### config.mk
export PLATFORM = sky130hd
export DESIGN_NAME = length_prefixed_request_parser_core
export DESIGN_NICKNAME = d
export VERILOG_FILES = /design/src/rtl/core/lprp_pkg.sv /design/src/rtl/core/length_prefixed_request_parser_core.sv /design/src/rtl/core/lprp_parser.sv
export SDC_FILE = /design/constraint.sdc
export NUM_CORES = 1
export LEC_CHECK = 0
export BUFFER_PORTS_ARGS = -buffer_cell sky130_fd_sc_hd__buf_2
export CORE_ASPECT_RATIO = 1.1
export CORE_MARGIN = 1.5
export CORE_UTILIZATION = 60
export CTS_CLUSTER_DIAMETER = 80
export DETAILED_ROUTE_END_ITERATION = 7
export PLACE_DENSITY = 0.8
export SLEW_MARGIN = 20
export SYNTH_ARGS = -nofsm -noshare
export SYNTH_HDL_FRONTEND = slang
export SYNTH_SLANG_ARGS = --single-unit
### constraint.sdc
create_clock -name i_clk -period 8.95 [get_ports i_clk]
set_clock_uncertainty 0.2 [all_clocks]
set_input_delay 1.79 -clock i_clk [delete_from_list [all_inputs] [get_ports i_clk]]
set_output_delay 1.79 -clock i_clk [all_outputs]
set_load 0.005 [all_outputs]
### src/rtl/core/lprp_pkg.sv
package lprp_pkg;

    // argument limit after reset
    localparam logic [31:0] MAX_ARGS_RESET = 32'd1024;

    // parse phase, one-hot
    typedef enum logic [3:0] {
        PH_COUNT   = 4'b0001,
        PH_LENGTH  = 4'b0010,
        PH_DATA    = 4'b0100,
        PH_DISCARD = 4'b1000
    } t_phase;

    // tag given to each byte
    typedef enum logic [1:0] {
        KIND_COUNT   = 2'd0,
        KIND_LENGTH  = 2'd1,
        KIND_DATA    = 2'd2,
        KIND_DISCARD = 2'd3
    } t_kind;

    // verdict codes, also used as the latched error (pending means none)
    typedef enum logic [2:0] {
        VERD_PENDING   = 3'd0,
        VERD_ACCEPTED  = 3'd1,
        VERD_TRUNCATED = 3'd2,
        VERD_TOO_MANY  = 3'd3,
        VERD_TRAILING  = 3'd4
    } t_verdict;

    // one result item
    typedef struct packed {
        t_kind       byte_kind;
        logic [7:0]  data_out;
        logic [31:0] arg_index;
        logic        arg_done;
        t_verdict    verdict;
    } t_result;

endpackage

### src/rtl/core/length_prefixed_request_parser_core.sv
// channel   | handshake                  | payload
// ----------+----------------------------+------------------------------------------
// input     | i_in_valid / o_in_ready    | i_payload_byte, i_message_end
// result    | o_out_valid / i_out_ready  | o_byte_kind, o_data_out, o_arg_index,
//           |                            | o_arg_done, o_verdict
// config    | i_cfg_we (no wait)         | i_cfg_wdata (max_arguments)
//
// one byte per cycle sustained while i_out_ready holds; an accepted byte goes into the input
// register, then through the parse logic into the output register
// synchronous active-low reset clears parse state, both valid flags, and sets
// max_arguments to 1024
// a stalled result holds the output register; the input register keeps filling
// until both stages are full, then o_in_ready drops
module length_prefixed_request_parser_core import lprp_pkg::*; (
    input  logic        i_clk,
    input  logic        i_rst_n,
    input  logic        i_in_valid,
    output logic        o_in_ready,
    input  logic [7:0]  i_payload_byte,
    input  logic        i_message_end,
    output logic        o_out_valid,
    input  logic        i_out_ready,
    output logic [1:0]  o_byte_kind,
    output logic [7:0]  o_data_out,
    output logic [31:0] o_arg_index,
    output logic        o_arg_done,
    output logic [2:0]  o_verdict,
    input  logic        i_cfg_we,
    input  logic [31:0] i_cfg_wdata
);

    logic [31:0] r_max_args;
    logic        r_in_valid;
    logic [7:0]  r_in_byte;
    logic        r_in_last;
    logic        r_out_valid;
    t_result     r_out;
    t_result     step_result;
    logic        advance;
    logic        step;

    // pipeline movement
    assign advance    = !r_out_valid || i_out_ready;
    assign step       = r_in_valid && advance;
    assign o_in_ready = !r_in_valid || advance;

    // argument limit register
    always_ff @(posedge i_clk) begin
        if (!i_rst_n) begin
            r_max_args <= MAX_ARGS_RESET;
        end else if (i_cfg_we) begin
            r_max_args <= i_cfg_wdata;
        end
    end

    // input register
    always_ff @(posedge i_clk) begin
        if (!i_rst_n) begin
            r_in_valid <= 1'b0;
        end else if (o_in_ready) begin
            r_in_valid <= i_in_valid;
        end
    end

    always_ff @(posedge i_clk) begin
        if (o_in_ready && i_in_valid) begin
            r_in_byte <= i_payload_byte;
            r_in_last <= i_message_end;
        end
    end

    // byte parser
    lprp_parser u_parser (
        .i_clk      (i_clk),
        .i_rst_n    (i_rst_n),
        .i_step     (step),
        .i_byte     (r_in_byte),
        .i_last     (r_in_last),
        .i_max_args (r_max_args),
        .o_result   (step_result)
    );

    // result register
    always_ff @(posedge i_clk) begin
        if (!i_rst_n) begin
            r_out_valid <= 1'b0;
        end else if (advance) begin
            r_out_valid <= r_in_valid;
        end
    end

    always_ff @(posedge i_clk) begin
        if (step) begin
            r_out <= step_result;
        end
    end

    assign o_out_valid = r_out_valid;
    assign o_byte_kind = r_out.byte_kind;
    assign o_data_out  = r_out.data_out;
    assign o_arg_index = r_out.arg_index;
    assign o_arg_done  = r_out.arg_done;
    assign o_verdict   = r_out.verdict;

endmodule

### src/rtl/core/lprp_parser.sv
module lprp_parser import lprp_pkg::*; (
    input  logic        i_clk,
    input  logic        i_rst_n,
    input  logic        i_step,
    input  logic [7:0]  i_byte,
    input  logic        i_last,
    input  logic [31:0] i_max_args,
    output t_result     o_result
);

    t_phase      r_phase,     n_phase;
    logic [1:0]  r_pos,       n_pos;
    logic [23:0] r_word,      n_word;
    logic [31:0] r_args,      n_args;
    logic [31:0] r_cur,       n_cur;
    logic [31:0] r_remain,    n_remain;
    t_verdict    r_err,       n_err;

    logic [31:0] field_full;
    logic        field_last;
    logic [31:0] cur_inc;
    logic [31:0] remain_dec;

    // field assembly: the current byte goes on top of the three bytes held in the word
    assign field_full = {i_byte, r_word};
    assign field_last = (r_pos == 2'd3);
    assign cur_inc    = r_cur + 32'd1;
    assign remain_dec = r_remain - 32'd1;

    // next state and result for one byte
    always_comb begin
        n_phase  = r_phase;
        n_pos    = r_pos;
        n_word   = r_word;
        n_args   = r_args;
        n_cur    = r_cur;
        n_remain = r_remain;
        n_err    = r_err;

        o_result.byte_kind = KIND_DISCARD;
        o_result.data_out  = i_byte;
        o_result.arg_index = '0;
        o_result.arg_done  = 1'b0;
        o_result.verdict   = VERD_PENDING;

        // shift the byte into the word being built
        if (r_phase == PH_COUNT || r_phase == PH_LENGTH) begin
            n_pos = r_pos + 2'd1;
            case (r_pos)
                2'd0:    n_word = {16'd0, i_byte};
                2'd1:    n_word = {8'd0, i_byte, r_word[7:0]};
                2'd2:    n_word = {i_byte, r_word[15:0]};
                default: n_word = '0;
            endcase
        end

        case (r_phase)
            PH_COUNT: begin
                o_result.byte_kind = KIND_COUNT;
                if (field_last) begin
                    n_args = field_full;
                    if (field_full > i_max_args) begin
                        n_err   = VERD_TOO_MANY;
                        n_phase = PH_DISCARD;
                    end else if (field_full == 32'd0) begin
                        n_phase = PH_DISCARD;
                    end else begin
                        n_phase = PH_LENGTH;
                    end
                end
            end
            PH_LENGTH: begin
                o_result.byte_kind = KIND_LENGTH;
                o_result.arg_index = r_cur;
                if (field_last) begin
                    n_remain = field_full;
                    if (field_full == 32'd0) begin
                        o_result.arg_done = 1'b1;
                        n_cur   = cur_inc;
                        n_phase = (cur_inc == r_args) ? PH_DISCARD : PH_LENGTH;
                    end else begin
                        n_phase = PH_DATA;
                    end
                end
            end
            PH_DATA: begin
                o_result.byte_kind = KIND_DATA;
                o_result.arg_index = r_cur;
                n_remain = remain_dec;
                if (remain_dec == 32'd0) begin
                    o_result.arg_done = 1'b1;
                    n_cur   = cur_inc;
                    n_phase = (cur_inc == r_args) ? PH_DISCARD : PH_LENGTH;
                end
            end
            PH_DISCARD: begin
                if (r_err == VERD_PENDING) begin
                    n_err = VERD_TRAILING;
                end
            end
            default: begin
                n_phase = PH_COUNT;
            end
        endcase

        // verdict on the last byte, then back to a clean parse
        if (i_last) begin
            if (n_err != VERD_PENDING) begin
                o_result.verdict = n_err;
            end else if (n_phase == PH_DISCARD) begin
                o_result.verdict = VERD_ACCEPTED;
            end else begin
                o_result.verdict = VERD_TRUNCATED;
            end
            n_phase  = PH_COUNT;
            n_pos    = '0;
            n_word   = '0;
            n_args   = '0;
            n_cur    = '0;
            n_remain = '0;
            n_err    = VERD_PENDING;
        end
    end

    // parse state
    always_ff @(posedge i_clk) begin
        if (!i_rst_n) begin
            r_phase  <= PH_COUNT;
            r_pos    <= '0;
            r_word   <= '0;
            r_args   <= '0;
            r_cur    <= '0;
            r_remain <= '0;
            r_err    <= VERD_PENDING;
        end else if (i_step) begin
            r_phase  <= n_phase;
            r_pos    <= n_pos;
            r_word   <= n_word;
            r_args   <= n_args;
            r_cur    <= n_cur;
            r_remain <= n_remain;
            r_err    <= n_err;
        end
    end

endmodule
# Word level (Yosys, flattened, before mapping)
# Index checks and enable logic that the tools add are counted.
# totals
regBits	218
input_bits	46
output_inout_bits	48
word_cells	95
# classes
addsub	3
n_lt_le_gt_ge	1
eq_ne	14
muxes	36
reduce_logical	22
# op_table
op	n
two-way mux 32 bit	8
case mux 32 bit (2 select lines)	2
case mux 24 bit (3 select lines)	1
case mux 33 bit (2 select lines)	1
zero test 32 bit	2
two-way mux 24 bit	2
adder 32 x 1 -> 32 bit (second input constant)	1
== test 32 bit	1
greater-than comparator 32 bit	1
two-way mux 4 bit	8
subtractor 32 x 1 -> 32 bit (second input constant)	1
case mux 4 bit (4 select lines)	1
two-way mux 3 bit	5
AND reduction 3 bit	3
== test 4 bit (second input constant)	2
two-way mux 2 bit	3
inequality test 3 x 2 -> 1 bit (second input constant)	2
case mux 2 bit (3 select lines)	1
case mux 3 bit (2 select lines)	1
nonzero test 2 bit	3
nonzero test 3 bit	2
AND reduction 5 bit	1
== test 2 bit (second input constant)	2
== test 4 x 1 -> 1 bit (second input constant)	1
other kinds (14)	21

# Depth between registers and ports, before layout
# Gate-level depths: netlist of the first run.
# logic_depth
depth_word	9
mapped_depth	14

# Modules after synthesis
# Synthesis of the first run repeated with hierarchy kept, for this count alone.
# hier_totals
hier_cells	1403
hier_area_um2	12136.6
# modules_own_cells
mod	n_inst	cells_each	area_per_inst_um2	seq_area_each_um2
lprp_parser	1	1236	9160.0	2582.5
length_prefixed_request_parser_core	1	167	2976.6	2332.2

# Least setup slack after synthesis of the first run
# No wires, ideal clock.
# synth_path
path_type	input -> register
start	input i_out_ready
end	register u_parser.r_cur[25]
setup_time_ns	0.069
t_arrival_ns	4.544
required_time_ns	8.681
path_slack_ns	4.137
stages	8
n_path_buf	2
path_cell_list	nor2b_1 -> nand2b_1 -> clkbuf_1 -> clkinv_1 -> a21boi_1 -> clkbuf_1 -> o311ai_0 -> o21ai_1
# synth_via
elab_chain_cells	3
# synth_rtl
item	line	rtl
from (decl)	length_prefixed_request_parser_core.sv:22	input logic i_out_ready,
logical OR 1 bit	length_prefixed_request_parser_core.sv:43	assign advance = !r_out_valid || i_out_ready;
logical AND 1 bit	length_prefixed_request_parser_core.sv:44	assign step = r_in_valid && advance;
named net step	length_prefixed_request_parser_core.sv:40	logic step;
AND reduction 5 bit (no line)	--	
to (signal assigned)	lprp_parser.sv:140	r_cur <= n_cur;
to (decl)	lprp_parser.sv:15	logic [31:0] r_cur, n_cur;
# The timed path passes the listed nets, and every way through them passes these cells.
# A chain may end at the register's enable or synchronous reset.

# Worst setup path in the final report of the first run
# layout_path
start	input i_out_ready
end	register u_parser.r_remain[19]
# layout_via
elab_chain_cells	3
# layout_rtl
item	line	rtl
logical OR 1 bit	length_prefixed_request_parser_core.sv:43	
logical AND 1 bit	length_prefixed_request_parser_core.sv:44	
AND reduction 3 bit (no line)	--	
to (signal assigned)	lprp_parser.sv:141	r_remain <= n_remain;
to (decl)	lprp_parser.sv:16	logic [31:0] r_remain, n_remain;
# No other way between the ends.

==> impl_metrics.yaml, run 1 <==
sta:
  maxSlewHeadroom_pct: 30.2
  finalSetupViolations: 0
  final.setup.tns_ps: 0
  rsz0062_at_grt: "no"
  finalMaxSlewViolations: 0
  tightest_slew_ps: 1030
  final_hold_viol_count: 0
  post-route-period-util_pct: 53.1
  fin_ws_ps: 4200
  min_period_ps: 4750
  fin_worst_hold_slack_ps: 317
  fmax_mhz: 211
grt:
  grt_pass1_vias: 9593
  overflow: 0
  grt.busiest_layer: "met2"
  grt_max_degree: 93
  met2_usage_pct: 53.1
  grt_antenna_before_repair: 0
  use_met1_pct: 37.0
  use_met3_pct: 4.35
  grtUsageTotal_pct: 30.4
  grt_pass1_wl_mm: 49.5
cells_and_area:
  area_growth_syn_to_layout_pct: 10.3
  diodes: 0
  final_nets: 1434
  drive_gt1_share_pct: 13.3
  instances_no_fill: 1613
  post-route-util_pct: 68.4
cts:
  cts_setup_buffers: 0
  clkLatencyLatePin_ps: 540
  clkTransAtPathRegs_ps: 70
  cts_tree: "built"
  clk_path_buf_depth: 3
  ctsResizeCount: 0
  cts_made_buffers: 23
  holdBufCountCts: 0
  root_buffer: "clkbuf_16"
  cts_max_level: 1
  cts.sinks: 218
drt:
  ant_nets: 0
  via_per_inst: 6.39
  route.detailed.wl_per_inst_um: 19.4
  vias: 10300
  dr.first_iter.drc_count: 1035
  wirelength_mm: 31.3
  dr.pass1.iters: 6
  drcViolationCount: 0
setup_path:
  cp-end-kind: "register"
  critPathSlowestCell: "a21oi_1"
  critPathKind: "in2reg"
  cp.required_ps: 9220
  critPathMaxStageDelay_ps: 850
  path_cells: "buf_2 -> nor2b_1 -> nand2b_1 -> a21oi_1 -> nand2_1 -> nor2_1 -> o21ai_0 -> a21boi_0 -> o21a_1"
  worst-path-max-fanout: 22
  cp.arrival_ps: 5020
  start_kind: "input port"
yosys:
  synth-seq-cells: 218
  synth_top_area_cell: "dfxtp_1"
  syn_area_um2: 12000
  postSynthCellCount: 1317
  synthTopCellsByCount: "dfxtp_1, nor2b_1, nand2_1"
  synth_edf_count: 55
  synth.most_common_cell: "dfxtp_1"
  seq_area_frac_synth_pct: 41.1
  synth_cell_types: 74
  async_reset_ff_share_pct: 0
  ys_warn_count: 0
  synth.top_cell.area_share_pct: 27.3
  synthFlopType: "dfxtp_1"
  syn_area_per_cell_um2: 9.08
  syn_nets: 1402
  synthTopCellsByArea: "dfxtp_1, edfxtp_1, nor2b_1, ha_1, nand2_1"
die:
  dieArea_um2: 20800
  die_y_um: 151
  row_count: 53
  die_w_um: 138
  start_util_pct: 62.0
  coreArea_um2: 19300
  io_pins: 94
min_path:
  worstHoldPathType: "reg2reg"
placed_design:
  dpl.hpwl_mm: 21.2
  dp_slack_ps: 3720
  globalplace.congestion: 0.956
  dpl.cell_count: 1571
  portBuffers: 93
power_and_ir_drop:
  p_per_area_nw_per_um2: 164
  power_leakage_nw: 4.85
  ir_drop_mv: 0.175
status:
  status: "completed"
flow_run:
  maxCapViolCount: 0
## metal layers
layer,vias to the layer above,share of wire (%)
li1,4852,-
met1,4843,39
met2,498,49
met3,107,8.0
met4,0,4.1
met5,-,0
## power breakdown
part           internal, W  switching (W)  leakage, nW
registers          0.00103      0.0000242         1.83
clock network     0.000563       0.000407        0.373
logic            0.0000540      0.0000813         2.65
## through the flow
stage	power, W	area (um^2)
detailed placement	0.00121	12400
global route	0.00223	13200
finish	0.00216	13200
floorplan	0.00116	12000
CTS	0.00217	13200
global placement	0.00121	12400
## registers in the layout (all words and copies together), names as in the netlist, 2 cells and up
register,flops
u_parser.r_phase,4
o_data_out,8
u_parser.r_args,32
o_arg_index,32
u_parser.r_word,24
u_parser.r_err,3
o_byte_kind,2
u_parser.r_cur,32
u_parser.r_remain,32
r_max_args,32
u_parser.r_pos,2
r_in_byte,8
o_verdict,3
## cell type report
cell class | count | area [um^2]
well taps | 247 | 309
flip-flops and latches | 218 | 4910
repair buffers | 103 | 541
clock inverters | 12 | 140
inverters | 50 | 188
fillers | 1570 | 6100
clock buffers | 30 | 632
multi-input cells | 953 | 6470
## path summary, 6_finish.rpt
path                                                  startpoint                            endpoint  slack (ps)  depth (start not counted)
worst min-delay path                 r_max_args[11]$_SDFFE_PN0P_         r_max_args[11]$_SDFFE_PN0P_         320                          2
worst max-delay path                                 i_out_ready  u_parser.r_remain[19]$_SDFFE_PN0P_        4200                          9
worst max register to register  u_parser.r_phase[1]$_SDFFE_PN0P_  u_parser.r_remain[19]$_SDFFE_PN0P_        4310                          8
worst min register to register       r_max_args[11]$_SDFFE_PN0P_         r_max_args[11]$_SDFFE_PN0P_         320                          2
## worst max-delay path, delay by kind of cell
| kind | cells | cell delay [ps] |
|---|---|---|
| AND/OR/NAND/NOR | 4 | 1730 |
| buffers and inverters | 1 | 70 |
| AO/OA/AOI/OAI | 4 | 1410 |
## cells in the final DEF (no fill, tap or decap), drive strengths merged, types with 39 or more instances in the layout
cell,netlist,routed
edfxtp,55,55
nand3,44,44
a22oi,41,41
o21ai,54,54
a21oi,56,56
dfxtp,163,163
nand2,93,93
buf,23,103
ha,39,39
inv,49,52
nor2,63,63
nor2b,119,119
## cell families (layout without fill, tap and decap cells)
group	count (synthesis)	count (layout)	synth area share [%]
AND/OR/NAND/NOR	511	511	24.3
multiplexers	34	34	2.86
AO/OA/AOI/OAI	308	308	18.2
buffers and inverters	146	195	5.01
XOR/XNOR	61	61	4.47
adder cells (fa/ha/maj)	39	39	4.08
flip-flops	218	218	41.1
(Power assumes the default switching activity.)
==> inputs of run 2 (changes only) <==
--- a/config.mk
+++ b/config.mk
@@ -8,10 +8,10 @@
 export BUFFER_PORTS_ARGS = -buffer_cell sky130_fd_sc_hd__buf_2
 export CORE_ASPECT_RATIO = 1.1
 export CORE_MARGIN = 1.5
-export CORE_UTILIZATION = 60
+export CORE_UTILIZATION = 55
 export CTS_CLUSTER_DIAMETER = 80
 export DETAILED_ROUTE_END_ITERATION = 7
-export PLACE_DENSITY = 0.8
+export PLACE_DENSITY = 0.77
 export SLEW_MARGIN = 20
 export SYNTH_ARGS = -nofsm -noshare
 export SYNTH_HDL_FRONTEND = slang
==> constraint.sdc (replaced) <==
create_clock -name i_clk -period 4.2 [get_ports i_clk]
set_clock_uncertainty 0.2 [all_clocks]
set_input_delay 0.84 -clock i_clk [delete_from_list [all_inputs] [get_ports i_clk]]
set_output_delay 0.84 -clock i_clk [all_outputs]
set_load 0.005 [all_outputs]
==> impl_metrics.yaml, run 2 (synthesis results as in run 1) <==
cts:
  cts.sinks: 218
  cts_made_buffers: 23
  clkTransAtPathRegs_ps: 70
  clk_path_buf_depth: 3
  cts_setup_buffers: 0
  cts_tree: "built"
  root_buffer: "clkbuf_16"
  cts_max_level: 1
  clkLatencyLatePin_ps: 530
  ctsResizeCount: 0
  holdBufCountCts: 0
min_path:
  worstHoldPathType: "in2reg"
grt:
  grt_antenna_before_repair: 0
  grtUsageTotal_pct: 29.0
  grt_pass1_wl_mm: 51.6
  overflow: 0
  grt_pass1_vias: 9693
  grt_max_degree: 100
sta:
  post-route-period-util_pct: 89.2
  final_hold_viol_count: 0
  finalMaxSlewViolations: 0
  rsz0062_at_grt: "no"
  maxSlewHeadroom_pct: 32.6
  tightest_slew_ps: 997
  fmax_mhz: 267
  final.setup.tns_ps: 0
  finalSetupViolations: 0
  min_period_ps: 3750
setup_path:
  cp_top_family: "simple AND/OR/NAND/NOR gates"
  r2r_setup_slack_ps: 450
  critPathKind: "reg2reg"
  critPathMaxStageDelay_ps: 530
  cp-end-kind: "register"
  endpoint: "o_verdict[1]$_SDFFCE_PN0P_"
  cp.arrival_ps: 3830
  r2r_end: "o_verdict[1]$_SDFFCE_PN0P_"
  cp.required_ps: 4280
  reg2reg_depth: 10
  path_cells: "ha_1 -> and4_1 -> nand4_2 -> nor4_2 -> xnor2_1 -> or4_1 -> nor4_2 -> a211oi_2 -> a211oi_2 -> nor2_1"
  crit-reg2reg-launch: "u_parser.r_cur[0]$_SDFFE_PN0P_"
  cp.depth: 10
  critPathSlowestCell: "or4_1"
  start_kind: "register"
  worst-path-max-fanout: 8
  worstSetupStartpoint: "u_parser.r_cur[0]$_SDFFE_PN0P_"
  critPathBufInv: 0
placed_design:
  dpl.hpwl_mm: 22.9
  portBuffers: 93
  globalplace.congestion: 0.940
  postPlaceCellArea_um2: 12700
drt:
  dr.pass1.iters: 5
  dr.first_iter.drc_count: 902
  ant_nets: 0
  vias: 10400
  drcViolationCount: 0
  wirelength_mm: 32.7
  via_per_inst: 6.15
  route.detailed.wl_per_inst_um: 19.4
cells_and_area:
  drive_gt1_share_pct: 15.1
  diodes: 0
  final_area_um2: 13500
  layout_commonest_cell: "dfxtp_1"
  final_nets: 1462
  nFillCells: 1840
  area_growth_syn_to_layout_pct: 12.8
  regArea_um2: 4910
  multi_input_area_um2: 6460
  layout_common_cells: "dfxtp_1, nor2b_1, nand2_1, buf_2, nor2_1"
die:
  die_y_um: 158
  die_w_um: 144
  dieArea_um2: 22600
  row_count: 56
  start_util_pct: 56.2
  io_pins: 94
  coreArea_um2: 21300
status:
  status: "completed"
power_and_ir_drop:
  p_per_area_nw_per_um2: 351
  ir_drop_mv: 0.363
  power_leakage_nw: 5.01
flow_run:
  maxCapViolCount: 0
==> run 2: area by class of cell <==
type                       count  area share [%]
clock buffer                  27            4.61
clock inverter                15            1.42
inverter                      50            1.39
multi-input combinational    953            47.9
sequential                   218            36.4
tap                          290            2.69
timing repair buffer         131            5.56
==> run 2: per-layer routing <==
metal,routed length [um],track usage [%]
met5,0,0
met4,1720,14.7
met3,2440,4.81
met2,15300,48.3
met1,13200,36.2
==> run 2: how the worst min path moves through the flow <==
stage | slack (ps) | start | endpoint | cells past startpoint
2_1_floorplan | 260 | r_max_args[10]$_SDFFE_PN1P_ | r_max_args[10]$_SDFFE_PN1P_ | 2
3_3_place_gp | 280 | r_max_args[10]$_SDFFE_PN1P_ | r_max_args[10]$_SDFFE_PN1P_ | 2
3_5_place_dp | 290 | r_max_args[10]$_SDFFE_PN1P_ | r_max_args[10]$_SDFFE_PN1P_ | 2
4_1_cts | 260 | i_payload_byte[6] | r_in_byte[6]$_DFFE_PP_ | 1
5_1_grt | 270 | i_payload_byte[0] | r_in_byte[0]$_DFFE_PP_ | 1
6_report | 280 | i_payload_byte[4] | r_in_byte[4]$_DFFE_PP_ | 1
==> run 2: power by group <==
group | switching, W | internal (W)
combinational | 0.000200 | 0.000128
clock | 0.000862 | 0.00131
sequential | 0.0000303 | 0.00220
total | 0.00109 | 0.00364
==> run 2: metrics by stage <==
step	utilization (%)	setup WS [ps]	hold WS (ps)	total power (W)	std cells
floorplan	-	337	261	0.00247	1317
global route	63.3	184	267	0.00488	1684
global placement	59.5	630	284	0.00259	1642
detailed placement	59.5	466	294	0.00260	1642
CTS	63.3	458	264	0.00476	1684
finish	63.3	453	279	0.00473	1684
